==> config.mk <==
export PLATFORM = sky130hd
export DESIGN_NAME = apsp_ram
export DESIGN_NICKNAME = d
export VERILOG_FILES = /design/src/rtl/apsp_ram.sv
export SDC_FILE = /design/constraint.sdc
export NUM_CORES = 2
export LEC_CHECK = 0
export ABC_CLOCK_PERIOD_IN_PS = 6150
export BUFFER_PORTS_ARGS = -buffer_cell sky130_fd_sc_hd__buf_4
export CORE_ASPECT_RATIO = 0.8
export CORE_MARGIN = 1.5
export CORE_UTILIZATION = 45
export CTS_CLUSTER_DIAMETER = 40
export CTS_CLUSTER_SIZE = 28
export DETAILED_ROUTE_END_ITERATION = 10
export SLEW_MARGIN = 40
export SYNTH_ARGS = -nofsm -noshare
export SYNTH_HDL_FRONTEND = slang
export SYNTH_SLANG_ARGS = --single-unit
==> constraint.sdc <==
create_clock -name clk_i -period 6.15 [get_ports clk_i]
set_input_delay 0.615 -clock clk_i [delete_from_list [all_inputs] [get_ports clk_i]]
set_output_delay 0.615 -clock clk_i [all_outputs]
set_load 0.03 [all_outputs]
==> src/rtl/apsp_ram.sv <==
module apsp_ram #(
  parameter int unsigned WIDTH = 8,
  parameter int unsigned DEPTH = 256
) (
  input  logic                     clk_i,
  input  logic                     we_i,
  input  logic [$clog2(DEPTH)-1:0] waddr_i,
  input  logic [WIDTH-1:0]         wdata_i,
  input  logic [$clog2(DEPTH)-1:0] raddr_i,
  output logic [WIDTH-1:0]         rdata_o
);

  logic [WIDTH-1:0] mem [DEPTH];

  always_ff @(posedge clk_i) begin
    if (we_i) begin
      mem[waddr_i] <= wdata_i;
    end
    rdata_o <= mem[raddr_i];
  end

endmodule

Yosys cells after proc, flatten, opt, wreduce, memory -nomap -nowiden. Memories as Yosys holds them, arrays and structs flattened. A register that Yosys moved wholly into a read port is not among the register bits. Cells that the tools add are included.

Register bits: 0. RAM bits: 2048. Bits of input ports: 26. Output and inout bits: 8. Word-level logic and storage cells: 3. Memories: 1.

Memories: mem (depth 256, width 8, read ports 1, clocked after memory_dff 1, write ports 1, RTL line 13) `logic [WIDTH-1:0] mem [DEPTH];`.

Mux-type cells: 2.

Operators with widths (count): $mux W1 (2).

Longest topological paths before layout.
Depth in word-level cells: 2. Depth in mapped cells: 11. Mapped depth without buffers: 6.

Least setup slack after synthesis. OpenSTA, ideal clock, no wires.

Kind: input port to flip-flop. From: in raddr_i[0]. To: reg rdata_o[2], read port of mem. Setup time: 0.131 ns. Arrival time: 2.422 ns. Data required time: 6.019 ns. Setup slack: 3.597 ns. Cell stages on the path: 9. Buffers on the path: 4. Path through: buf_6 > buf_12 > buf_8 > buf_2 > mux4_2 > a22oi_1 > a21oi_1 > nor4_1 > nor4_2.

RTL lines: start, declared (RTL line 9) `input logic [$clog2(DEPTH)-1:0] raddr_i,`; end, declared (RTL line 10) `output logic [WIDTH-1:0] rdata_o`.

==> run_results.csv <==
group,metric,value,unit
detailed_routing,wl,200.1,mm
timing,worst_pin_slew,0.9188,ns
worst_setup_path,arrival,3.99,ns
place,placed_area,0.08299,sq mm
worst_setup_path,path_delay_family,"simple AND/OR/NAND/NOR gates",
synthesis,synth_area,0.07956,sq mm
detailed_routing,vias,38920,
timing,setup_viol,0,
clock_network,clkLatencyLatePin,0.81,ns
worst_setup_path,cp_num_buf_inv,2,
worst_setup_path,path_common_cell,"nor4_1",
detailed_routing,ant_nets,0,
min_path,min-delay-start,"wdata_i[5]",
place,routabilityCongestion,0.8318,
min_path,min_to,"mem[88][5]",
worst_setup_path,ff2ff_path_depth,6,
global_route,grt_max_degree,151,
cells_and_area,n_fill_cell,13610,
timing,fin_tns_setup,0,ns
flow_run,drv_cap,0,
floorplanning,initial_core_util,45.46,%
synthesis,synth_edf_count,2048,
min_path,holdPathStages,1,
power_and_ir_drop,leakage,27.52,nW
timing,slew_headroom,38.74,%
synthesis,synth_nets,3759,
global_route,grt_use_total,22.40,%
detailed_routing,drc_errors,0,
synthesis,syn-mean-instance-area,21.31,sq um
worst_setup_path,reg2reg_from,"mem[76][1]",
power_and_ir_drop,p_per_area,328.9,mW/mm^2
clock_network,cts_htree_levels,4,
global_route,grt_pass1_vias,38290,
synthesis,synthArstFlopShare,0,%
cells_and_area,final_layout_size_suffix_gt1_share,28.36,%
global_route,grt_pass1_wl,286.5,mm
timing,final.min_clock_period,3.336,ns
worst_setup_path,slowest_stage,"nor4_1",
detailed_routing,avgViaCountPerCell,6.108,
synthesis,synthFlopType,"edfxtp_1",
min_path,min_path_type,"input pin to flop",
floorplanning,dieArea,0.1793,sq mm
worst_setup_path,cp-end-kind,"flop",
floorplanning,core,0.1750,sq mm
clock_network,path_clk_slew,0.07,ns
floorplanning,ioPinCount,34,
floorplanning,die_y,379.1,um
cells_and_area,nets,3866,
worst_setup_path,crit_type,"input pin to flop",
worst_setup_path,critPathMaxStageDelay,0.76,ns
clock_network,clkSinkCount,2056,
worst_setup_path,cp_data_required_time,6.81,ns
clock_network,cts_tree,"done",
power_and_ir_drop,ir_drop,261.8,uV
synthesis,yosys_warnings,0,
timing,post-route-period-util,54.25,%
worst_setup_path,start_kind,"input pin",
synthesis,synthesis.instances,3733,
worst_setup_path,cp-startpoint,"raddr_i[0]",
place,dp_hpwl,121.1,mm
worst_setup_path,r2r-end,"rdata_o[1]",
worst_setup_path,cp_cell_sequence,"buf_8 -> buf_4 -> mux4_2 -> nor2b_1 -> a211oi_1 -> nor2_1 -> nor4_1 -> nor4_1",
clock_network,cts_buffers,191,
worst_setup_path,critPathMaxFanout,51,
synthesis,ys_seq_elements,2056,
global_route,grt-ovfl-total,0,
floorplanning,fp-row-count,137,
floorplanning,die-width,473.1,um
synthesis,yosysSeqAreaShare,77.50,%
detailed_routing,drt_iter0_drc,4936,
clock_network,cts-root-buf,"clkbuf_16",
detailed_routing,firstDrtPassIters,5,
detailed_routing,wl_per_cell,31.41,um
timing,clock_skew,0.04057,ns
worst_setup_path,rrSetupSlack,3.25,ns
synthesis,synth.distinct_cells,55,
timing,rsz0062_at_grt,"no",
timing,fmax,0.2997,GHz
cells_and_area,design_area,0.09022,sq mm
cells_and_area,areaGrowthSynthToFinish,13.40,%
timing,slew_violations,0,
place,io_buffers,33,
timing,finalHoldViolCount,0,
clock_network,clock_path_buffers,3,
clock_network,post-cts-setup-buffers,0,
run_status,status,"finished clean",
global_route,antenna_found_initial,6,
sequential cells by signal (all words and copies together) (netlist names):
name / count
rdata_o: 8
mem: 2048
through the flow:
step	power [W]	hold WS, ns	std cells	setup WS (ns)	util [%]
CTS	0.02984	0.1949	6364	2.852	51.36
floorplan	0.01653	0.7139	3733	3.597	-
global route	0.03044	0.09860	6370	2.712	51.55
detailed placement	0.01722	0.8394	6004	1.972	47.42
finish	0.02967	0.1284	6372	2.814	51.55
global placement	0.01718	1.041	5993	1.561	47.12
layout make-up:
class / instances / area, sq um / share of cell area (%)
inverter: 2 / 7.507 / 0.008321
clock buffer: 213 / 5117 / 5.672
clock inverter: 146 / 1767 / 1.958
sequential: 2056 / 61660 / 68.35
antenna: 3 / 7.507 / 0.008321
multi-input combinational: 1442 / 17040 / 18.89
tap: 2363 / 2957 / 3.277
timing repair buffer: 147 / 1658 / 1.838
metal layers:
layer / vias up / track usage, % / share of wire (%)
met4: 2 / 4.459 / 1.6
met1: 20930 / 34.44 / 44
met3: 254 / 4.771 / 8.8
met2: 1767 / 33.15 / 45
li1: 15970 / - / -
met5: - / 0 / 0.010
power breakdown:
part	internal [W]	leakage (nW)	switching [W]	total (W)
combinational	0.000499	5.72	0.000958	0.00146
sequential	0.0154	18.5	0.0000260	0.0155
clock	0.00704	3.33	0.00571	0.0128
total	0.0230	27.5	0.00669	0.0297
cells by family (layout without fill, tap and decap cells):
family,count (synthesis),after routing,share of synthesized area (%)
compound gates,385,385,3.419
other cells,0,3,0
simple gates,466,466,2.628
flops,2056,2056,77.50
mux,591,591,14.62
buf+inv,235,508,1.831
cell usage after synthesis (13+ instances only):
master	number	area, sq um
buf_6	21	236.5
nor2b_1	31	193.9
nor4_1	24	150.1
nor3_1	22	110.1
o221ai_1	46	402.9
o22ai_1	28	175.2
buf_2	31	155.2
edfxtp_1	2048	61500
buf_4	27	202.7
nand2_1	33	123.9
mux4_2	454	10220
a221oi_1	13	113.9
nor2_1	282	1059
a21oi_1	96	480.5
a211oi_1	16	120.1
clkbuf_1	111	416.7
nand3_1	34	170.2
a22oi_1	133	998.5
mux2i_1	134	1341
buf_1	22	82.58
buf_8	13	195.2
cell usage in the layout (no fill, tap or decap), types with 46 or more instances in the layout:
master	count
a21oi_1	96
mux4_2	454
buf_4	101
edfxtp_1	2048
clkbuf_16	203
mux2i_1	134
nor2_1	132
o221ai_1	46
a22oi_1	133
nor2_2	147
worst max path at each step:
stage | cells after the start | endpoint
after floorplan | 9 | rdata_o[2]
after global placement | 8 | rdata_o[2]
after detailed placement | 9 | rdata_o[1]
after CTS | 9 | rdata_o[1]
after global routing | 8 | rdata_o[2]
final | 8 | rdata_o[1]
what timing repair did:
item	4_1_cts	5_1_grt
hold endpoints to repair	4	0
gates resized for setup	0	0
hold buffers	1	0
Power figures use the tool's default switching activity.
